File: config.mk
export PLATFORM = sky130hd
export DESIGN_NAME = waveform_min_peak_columns
export DESIGN_NICKNAME = d
export VERILOG_FILES = /design/src/rtl/wmpc_pkg.sv /design/src/rtl/waveform_min_peak_columns.sv /design/src/rtl/wmpc_row_stage.sv /design/src/rtl/wmpc_column_acc.sv
export SDC_FILE = /design/constraint.sdc
export NUM_CORES = 1
export LEC_CHECK = 0
export ABC_AREA = 1
export BUFFER_PORTS_ARGS = -buffer_cell sky130_fd_sc_hd__buf_4
export CAP_MARGIN = 0
export CORE_MARGIN = 1
export CORE_UTILIZATION = 55
export CTS_BUF_LIST = sky130_fd_sc_hd__clkbuf_4
export CTS_CLUSTER_SIZE = 40
export DETAILED_ROUTE_END_ITERATION = 10
export GPL_TIMING_DRIVEN = 0
export PLACE_DENSITY = 0.72
export RECOVER_POWER = 25
export SYNTH_ARGS = -nofsm -noshare
export SYNTH_HDL_FRONTEND = slang
export SYNTH_HIERARCHICAL = 1
export SYNTH_SLANG_ARGS = --single-unit
File: constraint.sdc
create_clock -name clk -period 11.2 [get_ports clk]
set_input_delay 2.24 -clock clk [delete_from_list [all_inputs] [get_ports clk]]
set_output_delay 2.24 -clock clk [all_outputs]
set_load 0.03 [all_outputs]
File: src/rtl/wmpc_pkg.sv
// ----------------------------------------------------------------------------
// wmpc_pkg
// Shared types and constants for the min/peak waveform column block.
// ----------------------------------------------------------------------------
`default_nettype none

package wmpc_pkg;

    localparam int DEFAULT_SAMPLE_BITS = 16;

    localparam int ROW_W    = 12;   // screen row, column index
    localparam int COLS_W   = 13;   // column_count register
    localparam int SPC_W    = 16;   // samples_per_column register, sample counter
    localparam int AMP_W    = 16;   // row_gain register
    localparam int CFG_IDX_W = 4;
    localparam int CFG_DATA_W = 16;

    localparam logic [COLS_W-1:0] MAX_COLUMNS = 13'd4096;

    typedef enum logic [CFG_IDX_W-1:0] {
        CFG_COLUMN_COUNT       = 4'd0,
        CFG_SAMPLES_PER_COLUMN = 4'd1,
        CFG_HEIGHT             = 4'd2,
        CFG_ROW_GAIN           = 4'd3
    } cfg_reg_t;

    typedef struct packed {
        logic [COLS_W-1:0] column_count;
        logic [SPC_W-1:0]  samples_per_column;
        logic [ROW_W-1:0]  height;
        logic [AMP_W-1:0]  row_gain;
    } cfg_t;

    // mapped row word passed from the row stage to the column accumulator
    typedef struct packed {
        logic             valid;
        logic [ROW_W-1:0] row;
    } row_word_t;

endpackage

`default_nettype wire

File: src/rtl/waveform_min_peak_columns.sv
// ----------------------------------------------------------------------------
// waveform_min_peak_columns
// Min/peak waveform decimation: maps audio samples to screen rows and emits
// the smallest and largest row of each column.
//
// Usage:
//   Sample channel (sample_valid / sample_stall / sample): one word per
//   accepted sample. Result channel (result_valid / result_stall and the
//   column fields): one word each time samples_per_column samples close a
//   column; last_column marks the final column, after which indexing wraps.
//   Config channel (cfg_valid / cfg_ready / cfg_index / cfg_data): always
//   ready; write only while no sample is in flight. Unknown indexes are
//   ignored.
//   Throughput: one sample per cycle while sample_stall is low, set by the
//   single multiply-and-clamp row stage and the min/peak compare.
//   A sample that closes a column passes through the input register and
//   the row register; its result word is then loaded into the result
//   register.
//   Reset: counters, running min/peak and all valids clear; registers take
//   column_count 1, samples_per_column 1, height 0, row_gain 0.
//   A stalled result holds; samples keep flowing into the pipeline until a
//   second completed column has nowhere to go, then sample_stall rises.
// ----------------------------------------------------------------------------
`default_nettype none

module waveform_min_peak_columns #(
    parameter int SAMPLE_BITS = wmpc_pkg::DEFAULT_SAMPLE_BITS
) (
    input  wire                              clk,
    input  wire                              rst_n,
    input  wire                              sample_valid,
    output logic                             sample_stall,
    input  wire  [SAMPLE_BITS-1:0]           sample,
    output logic                             result_valid,
    input  wire                              result_stall,
    output logic [wmpc_pkg::ROW_W-1:0]       column_index,
    output logic [wmpc_pkg::ROW_W-1:0]       column_min,
    output logic [wmpc_pkg::ROW_W-1:0]       column_peak,
    output logic                             last_column,
    input  wire                              cfg_valid,
    output logic                             cfg_ready,
    input  wire  [wmpc_pkg::CFG_IDX_W-1:0]   cfg_index,
    input  wire  [wmpc_pkg::CFG_DATA_W-1:0]  cfg_data
);

    wmpc_pkg::cfg_t      cfg_reg;
    wmpc_pkg::row_word_t row_word;
    logic                row_ready;

    assign cfg_ready = 1'b1;

    always_ff @(posedge clk or negedge rst_n)
    begin
        if (!rst_n)
        begin
            cfg_reg.column_count       <= wmpc_pkg::COLS_W'(1);
            cfg_reg.samples_per_column <= wmpc_pkg::SPC_W'(1);
            cfg_reg.height             <= '0;
            cfg_reg.row_gain           <= '0;
        end
        else if (cfg_valid && cfg_ready)
        begin
            unique case (wmpc_pkg::cfg_reg_t'(cfg_index))
                wmpc_pkg::CFG_COLUMN_COUNT:
                    cfg_reg.column_count <= cfg_data[wmpc_pkg::COLS_W-1:0];
                wmpc_pkg::CFG_SAMPLES_PER_COLUMN:
                    cfg_reg.samples_per_column <= cfg_data[wmpc_pkg::SPC_W-1:0];
                wmpc_pkg::CFG_HEIGHT:
                    cfg_reg.height <= cfg_data[wmpc_pkg::ROW_W-1:0];
                wmpc_pkg::CFG_ROW_GAIN:
                    cfg_reg.row_gain <= cfg_data[wmpc_pkg::AMP_W-1:0];
                default:
                    ;
            endcase
        end
    end

    wmpc_row_stage #(
        .SAMPLE_BITS (SAMPLE_BITS)
    ) u_row_stage (
        .clk          (clk),
        .rst_n        (rst_n),
        .cfg          (cfg_reg),
        .sample_valid (sample_valid),
        .sample_stall (sample_stall),
        .sample       (sample),
        .row_word     (row_word),
        .row_ready    (row_ready)
    );

    wmpc_column_acc u_column_acc (
        .clk          (clk),
        .rst_n        (rst_n),
        .cfg          (cfg_reg),
        .row_word     (row_word),
        .row_ready    (row_ready),
        .result_valid (result_valid),
        .result_stall (result_stall),
        .column_index (column_index),
        .column_min   (column_min),
        .column_peak  (column_peak),
        .last_column  (last_column)
    );

    // min never exceeds peak within a column
    assert property (@(posedge clk) disable iff (!rst_n)
        result_valid |-> (column_min <= column_peak))
        else $error("column_min above column_peak");

    // a column that is not the last must lie below the configured count
    assert property (@(posedge clk) disable iff (!rst_n)
        (result_valid && !last_column && cfg_reg.column_count != '0)
            |-> ((wmpc_pkg::COLS_W'(column_index) + wmpc_pkg::COLS_W'(1))
                 < cfg_reg.column_count))
        else $error("non-last column at or past column_count");

    // a stalled result word holds until taken
    assert property (@(posedge clk) disable iff (!rst_n)
        (result_valid && result_stall)
            |=> (result_valid && $stable(column_index) && $stable(column_min)
                 && $stable(column_peak) && $stable(last_column)))
        else $error("stalled result word changed");

endmodule

`default_nettype wire

File: src/rtl/wmpc_row_stage.sv
// ----------------------------------------------------------------------------
// wmpc_row_stage
// Input register, then sample-to-row mapping (scale, offset, clamp) into a
// row register. Each register advances independently so bubbles collapse.
// ----------------------------------------------------------------------------
`default_nettype none

module wmpc_row_stage #(
    parameter int SAMPLE_BITS = wmpc_pkg::DEFAULT_SAMPLE_BITS
) (
    input  wire                          clk,
    input  wire                          rst_n,
    input  wire wmpc_pkg::cfg_t          cfg,
    input  wire                          sample_valid,
    output logic                         sample_stall,
    input  wire  [SAMPLE_BITS-1:0]       sample,
    output wmpc_pkg::row_word_t          row_word,
    input  wire                          row_ready
);

    localparam int AMP_W  = wmpc_pkg::AMP_W;
    localparam int ROW_W  = wmpc_pkg::ROW_W;
    localparam int PROD_W = SAMPLE_BITS + AMP_W;
    localparam int Q_W    = PROD_W - (SAMPLE_BITS - 1);
    localparam int SUM_W  = Q_W + 2;

    logic                   s1_valid_reg;
    logic [SAMPLE_BITS-1:0] s1_sample_reg;
    logic                   s2_valid_reg;
    logic [ROW_W-1:0]       s2_row_reg;

    logic                   s1_ready;
    logic                   s2_ready;
    logic                   neg;
    logic [SAMPLE_BITS-1:0] mag;
    logic [PROD_W-1:0]      prod;
    logic [Q_W-1:0]         q;
    logic signed [SUM_W-1:0] half_h;
    logic signed [SUM_W-1:0] row_sum;
    logic signed [SUM_W-1:0] ceiling;
    logic [ROW_W-1:0]       row_next;

    assign s2_ready     = !s2_valid_reg || row_ready;
    assign s1_ready     = !s1_valid_reg || s2_ready;
    assign sample_stall = !s1_ready;

    // magnitude of the most negative sample fits unsigned in SAMPLE_BITS
    always_comb
    begin
        neg     = s1_sample_reg[SAMPLE_BITS-1];
        mag     = neg ? (~s1_sample_reg + SAMPLE_BITS'(1)) : s1_sample_reg;
        prod    = PROD_W'(mag) * PROD_W'(cfg.row_gain);
        q       = prod[PROD_W-1:SAMPLE_BITS-1];
        half_h  = $signed(SUM_W'(cfg.height[ROW_W-1:1]));
        ceiling = $signed(SUM_W'(cfg.height));
        row_sum = neg ? (half_h + $signed(SUM_W'(q))) : (half_h - $signed(SUM_W'(q)));
        priority if (row_sum > ceiling)
            row_next = cfg.height;
        else if (row_sum < $signed(SUM_W'(0)))
            row_next = '0;
        else
            row_next = row_sum[ROW_W-1:0];
    end

    always_ff @(posedge clk or negedge rst_n)
    begin
        if (!rst_n)
        begin
            s1_valid_reg <= 1'b0;
            s2_valid_reg <= 1'b0;
        end
        else
        begin
            if (s1_ready)
                s1_valid_reg <= sample_valid;
            if (s2_ready)
                s2_valid_reg <= s1_valid_reg;
        end
    end

    always_ff @(posedge clk)
    begin
        if (s1_ready && sample_valid)
            s1_sample_reg <= sample;
        if (s2_ready && s1_valid_reg)
            s2_row_reg <= row_next;
    end

    assign row_word.valid = s2_valid_reg;
    assign row_word.row   = s2_row_reg;

endmodule

`default_nettype wire

File: src/rtl/wmpc_column_acc.sv
// ----------------------------------------------------------------------------
// wmpc_column_acc
// Folds mapped rows into a running min and peak per column and loads the
// result register when a column completes.
// ----------------------------------------------------------------------------
`default_nettype none

module wmpc_column_acc (
    input  wire                          clk,
    input  wire                          rst_n,
    input  wire wmpc_pkg::cfg_t          cfg,
    input  wire wmpc_pkg::row_word_t     row_word,
    output logic                         row_ready,
    output logic                         result_valid,
    input  wire                          result_stall,
    output logic [wmpc_pkg::ROW_W-1:0]   column_index,
    output logic [wmpc_pkg::ROW_W-1:0]   column_min,
    output logic [wmpc_pkg::ROW_W-1:0]   column_peak,
    output logic                         last_column
);

    localparam int ROW_W  = wmpc_pkg::ROW_W;
    localparam int SPC_W  = wmpc_pkg::SPC_W;
    localparam int COLS_W = wmpc_pkg::COLS_W;

    logic [SPC_W-1:0] sample_counter_reg;
    logic [ROW_W-1:0] column_counter_reg;
    logic [ROW_W-1:0] running_min_reg;
    logic [ROW_W-1:0] running_peak_reg;
    logic             result_valid_reg;
    logic [ROW_W-1:0] column_index_reg;
    logic [ROW_W-1:0] column_min_reg;
    logic [ROW_W-1:0] column_peak_reg;
    logic             last_column_reg;

    logic [SPC_W-1:0]  spc_eff;
    logic [COLS_W-1:0] cols_eff;
    logic              first;
    logic              done;
    logic              last;
    logic              out_ready;
    logic              take;
    logic [ROW_W-1:0]  min_next;
    logic [ROW_W-1:0]  peak_next;

    always_comb
    begin
        spc_eff = (cfg.samples_per_column == '0) ? SPC_W'(1) : cfg.samples_per_column;
        priority if (cfg.column_count == '0)
            cols_eff = COLS_W'(1);
        else if (cfg.column_count > wmpc_pkg::MAX_COLUMNS)
            cols_eff = wmpc_pkg::MAX_COLUMNS;
        else
            cols_eff = cfg.column_count;

        first = (sample_counter_reg == '0);
        done  = ((SPC_W + 1)'(sample_counter_reg) + (SPC_W + 1)'(1)) >= (SPC_W + 1)'(spc_eff);
        last  = (COLS_W'(column_counter_reg) + COLS_W'(1)) >= cols_eff;

        // first sample of a column overrides the start values
        min_next  = (first || row_word.row < running_min_reg) ? row_word.row : running_min_reg;
        peak_next = (first || row_word.row > running_peak_reg) ? row_word.row : running_peak_reg;

        out_ready = !result_valid_reg || !result_stall;
        take      = row_word.valid && (!done || out_ready);
    end

    assign row_ready = !row_word.valid || take;

    always_ff @(posedge clk or negedge rst_n)
    begin
        if (!rst_n)
        begin
            sample_counter_reg <= '0;
            column_counter_reg <= '0;
            running_min_reg    <= '0;
            running_peak_reg   <= '0;
            result_valid_reg   <= 1'b0;
        end
        else
        begin
            if (take)
            begin
                if (done)
                begin
                    sample_counter_reg <= '0;
                    column_counter_reg <= last ? '0 : column_counter_reg + ROW_W'(1);
                    running_min_reg    <= cfg.height;
                    running_peak_reg   <= '0;
                end
                else
                begin
                    sample_counter_reg <= sample_counter_reg + SPC_W'(1);
                    running_min_reg    <= min_next;
                    running_peak_reg   <= peak_next;
                end
            end

            if (take && done)
                result_valid_reg <= 1'b1;
            else if (!result_stall)
                result_valid_reg <= 1'b0;
        end
    end

    always_ff @(posedge clk)
    begin
        if (take && done)
        begin
            column_index_reg <= column_counter_reg;
            column_min_reg   <= min_next;
            column_peak_reg  <= peak_next;
            last_column_reg  <= last;
        end
    end

    assign result_valid = result_valid_reg;
    assign column_index = column_index_reg;
    assign column_min   = column_min_reg;
    assign column_peak  = column_peak_reg;
    assign last_column  = last_column_reg;

endmodule

`default_nettype wire

==> flow_summary.toml, run 1 <==
[setup_path]
reg2reg_setup_slack_ps = 660
r2r_cells = 48
start_kind = "register"
crit_arrival_ps = 10890
endpoint_kind = "register"
cp_slowest_cell = "fa_1"
r2r-end = "u_row_stage/s2_row_reg[1]$_DFFE_PP_"
endpoint = "u_row_stage/s2_row_reg[1]$_DFFE_PP_"
startpoint = "u_row_stage/s1_sample_reg[0]$_DFFE_PP_"
critPathKind = "reg2reg"
critical-path-max-stage-delay_ps = 550
cp_max_fo = 10
crit_required_ps = 11550
crit_top_cell = "inv_1"
timing.rr.start = "u_row_stage/s1_sample_reg[0]$_DFFE_PP_"

[layout]
drive_gt1_share_pct = 9.23
final-instance-count-excl-fill = 3094
nets = 3049
largest_register_ffs = 57
mostFrequentLayoutCells = "732 x nand2_1, 416 x inv_1, 223 x nor2_1"
synthToLayoutAreaGrowth_pct = 8.31
num-fill-cells = 3202
layout.cells.most_common = "nand2_1"

[clock_tree]
ctsRootBufferMaster = "clkbuf_4"
tritoncts = "done"
hold_buffers = 0
cts_sinks = 177
numCtsBuffers = 17
cts_max_level = 4
clkLatencyLatePin_ps = 620
path_clk_slew_ps = 180
cts.path.max_buffers = 2

[yosys]
synth_xor_area_share_pct = 2.04
synth_warnings = 6
ys_ff_latch = 177
syn_area_um2 = 19700
synth_top_family_by_area = "adder cells"
synth_top_flop_cell = "dfrtp_1"
synthCells = 2518
synthSimpleGateAreaFrac_pct = 26.3
synth_fa_ha_area_share_pct = 32.1
ys_async_sr_fraction_pct = 63.3
ys_seq_area_share_pct = 24.1
synth.avg_cell_area_um2 = 7.84
synth-compound-area-share_pct = 4.79
synthDistinctLibCells = 50
synth.area.mux_share_pct = 0
synth_nets = 2948
synth_edf_count = 65

[placed_design]
pre_cts_ws_ps = -738
io_buffers = 78
placed_cells = 3058
dpl.hpwl_mm = 44.8
place.gp.congestion = 0.987

[route]
firstDrtPassIters = 5
drc_errors = 0
via_count = 17000
post_drt_wl_per_cell_um = 17.8
final_antenna_net_count = 0
first_iter_violations = 1293
finalWirelength_mm = 55.0
via_per_inst = 5.49

[global_route]
grt.total_usage_pct = 31.4
grt_max_degree = 58
grt_pass1_vias = 16700
grt_overflow = 0
grt_first_pass_wirelength_mm = 87.8
antenna_found_initial = 1

[sta]
max_freq_mhz = 94.9
setup_slack_ps = 658
timing.final.crit_share_pct = 94.1
layout_min_cycle_time_ps = 10540
slew_headroom_pct = -106
worstMarginPinSlew_ps = 3090
finalSetupViolations = 0
final.setup_skew_ps = 44.7
final_max_slew_viol_count = 115
hold_viol = 0
whs_ps = 482

[worst_hold_path]
min_path_cells = 2
hold_class = "reg2reg"

[status]
violations = "max-capacitance violations, max-slew violations"
run_status = "finished with violations"

[floorplan]
dieArea_um2 = 36700
core-area_um2 = 35500
pin_count = 81
initial_utilization_pct = 55.6
die_h_um = 191
fp.dieW_um = 191
num_rows = 69

[run]
maxCapViolCount = 2
==> cell families after synthesis <==
logic type,count (synthesis)
AND/OR/NAND/NOR,1222
other,1
AO/OA/AOI/OAI,167
flip-flops,177
XOR/XNOR,46
buffers and inverters,516
adder cells (fa/ha/maj),389
==> synth_stat cells (10+ instances only) <==
cell	count	share of area, %
ha_1	194	12
nor2_1	223	4.2
nand4_1	93	2.9
buf_2	17	0.43
clkbuf_1	37	0.70
nor4_1	11	0.35
edfxtp_1	65	9.9
inv_1	420	8.0
dfrtp_1	110	14
fa_1	195	20
o21ai_0	44	1.1
nor3_1	22	0.56
a21o_1	13	0.49
nand2_1	739	14
buf_4	10	0.38
a21oi_1	77	2.0
buf_6	14	0.80
nand3_1	91	2.3
xor2_1	39	1.7
==> worst max-delay path, delay by kind of cell (launching register included) <==
kind,cells,cell delay [ps]
buf+inv,12,1450
xor+xnor,3,980
flops,1,360
fa+ha+maj,10,4470
simple gates,14,1380
compound gates,9,1600
==> final cells by class <==
type                    count  area (um2)  area share (%)
clock inverters            14         143           0.667
plain buffers              80         503            2.35
multi-input cells        1825       13000            60.9
flip-flops and latches    177        4760            22.2
well taps                 461         577            2.70
clock buffers              18         135           0.632
inverters                 435        1650            7.72
diodes                      1        2.50          0.0117
repair buffers             83         601            2.81
==> per-layer routing <==
metal  vias up  global-route usage, %  routed length [um]
li1       8080                      -                   -
met1      8141                   41.6               23400
met2       621                   52.4               26000
met3       141                   2.61                3130
met4         0                   14.3                2540
met5         -                      0                   0
==> how the worst min path moves through the flow <==
| stage | slack, ps | start | to |
|---|---|---|---|
| floorplan | 430 | u_row_stage/s1_valid_reg$_DFFE_PN0N_ | u_row_stage/s2_valid_reg$_DFFE_PN0P_ |
| global placement | 450 | u_row_stage/s1_valid_reg$_DFFE_PN0N_ | u_row_stage/s2_valid_reg$_DFFE_PN0P_ |
| detailed placement | 450 | u_row_stage/s1_valid_reg$_DFFE_PN0N_ | u_row_stage/s2_valid_reg$_DFFE_PN0P_ |
| CTS | 480 | u_row_stage/s1_valid_reg$_DFFE_PN0N_ | u_row_stage/s2_valid_reg$_DFFE_PN0P_ |
| global route | 520 | cfg_reg[28]$_DFFE_PN1P_ | cfg_reg[28]$_DFFE_PN1P_ |
| finish | 480 | u_row_stage/s1_valid_reg$_DFFE_PN0N_ | u_row_stage/s2_valid_reg$_DFFE_PN0P_ |
==> stage by stage <==
stage / util, % / area (um2) / TNS [ps]
floorplan: - / 19700 / 0
global placement: 58.9 / 20900 / -5900
detailed placement: 59.0 / 20900 / -8440
CTS: 59.9 / 21300 / 0
global route: 60.3 / 21400 / -26.2
finish: 60.3 / 21400 / 0
==> repair_timing <==
action	in CTS	in global routing
buffers inserted	2	2
setup endpoints to repair	12	12
pin swaps	1	1
gates resized for setup	13	58
Power of run 1 is not shown: default switching activity piles up to over one toggle a cycle in this logic, so the estimate is an artifact.
==> inputs of run 2 (changes only) <==
==> constraint.sdc (replaced) <==
create_clock -name clk -period 11.6 [get_ports clk]
set_input_delay 2.32 -clock clk [delete_from_list [all_inputs] [get_ports clk]]
set_output_delay 2.32 -clock clk [all_outputs]
set_load 0.03 [all_outputs]
==> flow_summary.toml, run 2 (synthesis results as in run 1) <==
[placed_design]
place.gp.congestion = 0.987
io_buffers = 78
dpl.hpwl_mm = 44.8

[clock_tree]
cts_max_level = 4
numCtsBuffers = 17
cts.path.max_buffers = 2
hold_buffers = 0
ctsRootBufferMaster = "clkbuf_4"
clkLatencyLatePin_ps = 620
tritoncts = "done"
cts_sinks = 177
path_clk_slew_ps = 190

[setup_path]
endpoint = "u_row_stage/s2_row_reg[2]$_DFFE_PP_"
crit_top_cell = "nand2_1"
r2r_cells = 51
cp_slowest_cell = "fa_1"
critical-path-max-stage-delay_ps = 540
endpoint_kind = "register"
reg2reg_setup_slack_ps = 560
timing.rr.start = "u_row_stage/s1_sample_reg[0]$_DFFE_PP_"
start_kind = "register"
crit_arrival_ps = 11390
critPathKind = "reg2reg"
crit_required_ps = 11950
startpoint = "u_row_stage/s1_sample_reg[0]$_DFFE_PP_"
cp_max_fo = 17
r2r-end = "u_row_stage/s2_row_reg[2]$_DFFE_PP_"

[floorplan]
fp.dieW_um = 191
core-area_um2 = 35500
pin_count = 81
die_h_um = 191
dieArea_um2 = 36700
initial_utilization_pct = 55.6
num_rows = 69

[route]
post_drt_wl_per_cell_um = 17.7
via_per_inst = 5.50
final_antenna_net_count = 0
via_count = 17000
firstDrtPassIters = 5
finalWirelength_mm = 54.6
drc_errors = 0
first_iter_violations = 1211

[sta]
finalSetupViolations = 0
timing.final.crit_share_pct = 95.1
hold_viol = 0
layout_min_cycle_time_ps = 11040
final.setup_skew_ps = 49.7
slew_headroom_pct = -105
rsz0062_at_grt = "false"
final_max_slew_viol_count = 115
max_freq_mhz = 90.6
worstMarginPinSlew_ps = 3080

[layout]
num-fill-cells = 3218
synthToLayoutAreaGrowth_pct = 7.70
layout.cells.most_common = "nand2_1"
utilization_pct = 59.9
largest_register_ffs = 57
mostFrequentLayoutCells = "735 x nand2_1, 419 x inv_1, 223 x nor2_1"
nets = 3050
drive_gt1_share_pct = 8.39

[global_route]
grt.total_usage_pct = 31.3
antenna_found_initial = 1
grt_first_pass_wirelength_mm = 87.5
grt_pass1_vias = 16600
grt_overflow = 0
grt_max_degree = 58

[status]
run_status = "finished with violations"
violations = "max-capacitance violations, max-slew violations"

[run]
maxCapViolCount = 2

[worst_hold_path]
hold_class = "reg2reg"
run 2: changes by cell type in the layout (fill, tap and decap cells not counted), moves of 3 or more:
cell / previous run / this run
nand2_1: 732 / 735
xor2_2: 4 / 1
inv_4: 4 / 1
a21oi_2: 7 / 2
a21oi_1: 71 / 76
xor2_1: 35 / 38
ha_1: 191 / 194
inv_1: 416 / 419
run 2: timing repair:
item | 4_1_cts | 5_1_grt
gates resized for setup | 0 | 31
setup endpoints to repair | 12 | 12
buffers inserted | 0 | 6
pin swaps | 0 | 1
run 2: area by class of cell:
cell class / count / area [um2] / area share [%]
plain buffers: 79 / 475 / 2.24
multi-input cells: 1825 / 12900 / 60.7
well taps: 461 / 577 / 2.71
clock buffers: 18 / 135 / 0.636
inverters: 435 / 1640 / 7.73
diodes: 1 / 2.50 / 0.0118
flip-flops and latches: 177 / 4760 / 22.4
clock inverters: 14 / 143 / 0.671
repair buffers: 85 / 616 / 2.90
run 2: layer usage:
| metal | vias up | wire, um | global-route usage, % |
|---|---|---|---|
| met1 | 8180 | 23300 | 41.4 |
| li1 | 8091 | - | - |
| met3 | 134 | 3210 | 2.79 |
| met4 | 0 | 2380 | 14.0 |
| met2 | 624 | 25800 | 52.1 |
| met5 | - | 0 | 0 |
run 2: worst min-delay path by stage:
stage	start	end	slack [ps]	cells past startpoint
after detailed placement	u_row_stage/s1_valid_reg$_DFFE_PN0N_	u_row_stage/s2_valid_reg$_DFFE_PN0P_	450	2
after CTS	u_row_stage/s1_valid_reg$_DFFE_PN0N_	u_row_stage/s2_valid_reg$_DFFE_PN0P_	480	2
after global routing	cfg_reg[28]$_DFFE_PN1P_	cfg_reg[28]$_DFFE_PN1P_	520	2
after floorplan	u_row_stage/s1_valid_reg$_DFFE_PN0N_	u_row_stage/s2_valid_reg$_DFFE_PN0P_	430	2
final	u_row_stage/s1_valid_reg$_DFFE_PN0N_	u_row_stage/s2_valid_reg$_DFFE_PN0P_	480	2
after global placement	u_row_stage/s1_valid_reg$_DFFE_PN0N_	u_row_stage/s2_valid_reg$_DFFE_PN0P_	450	2
run 2: critical path: cells and delay by family, from the launching register on:
kind,cells,cell delay [ps]
AO/OA/AOI/OAI,9,1990
XOR/XNOR,2,620
adder cells (fa/ha/maj),9,3980
buffers and inverters,11,1390
flip-flops,1,400
AND/OR/NAND/NOR,20,2380
run 2: stage by stage:
step | hold slack (ps) | setup TNS, ps | instances | setup slack [ps] | cell area (um2)
after floorplan | 433 | 0 | 2518 | 2180 | 19700
after global placement | 446 | -1210 | 3057 | -126 | 20900
after detailed placement | 452 | -3640 | 3058 | -338 | 20900
after CTS | 485 | 0 | 3089 | 181 | 21200
after global routing | 524 | 0 | 3095 | 8.23 | 21300
final | 482 | 0 | 3095 | 565 | 21300
Power of run 2 is left out for the same reason.
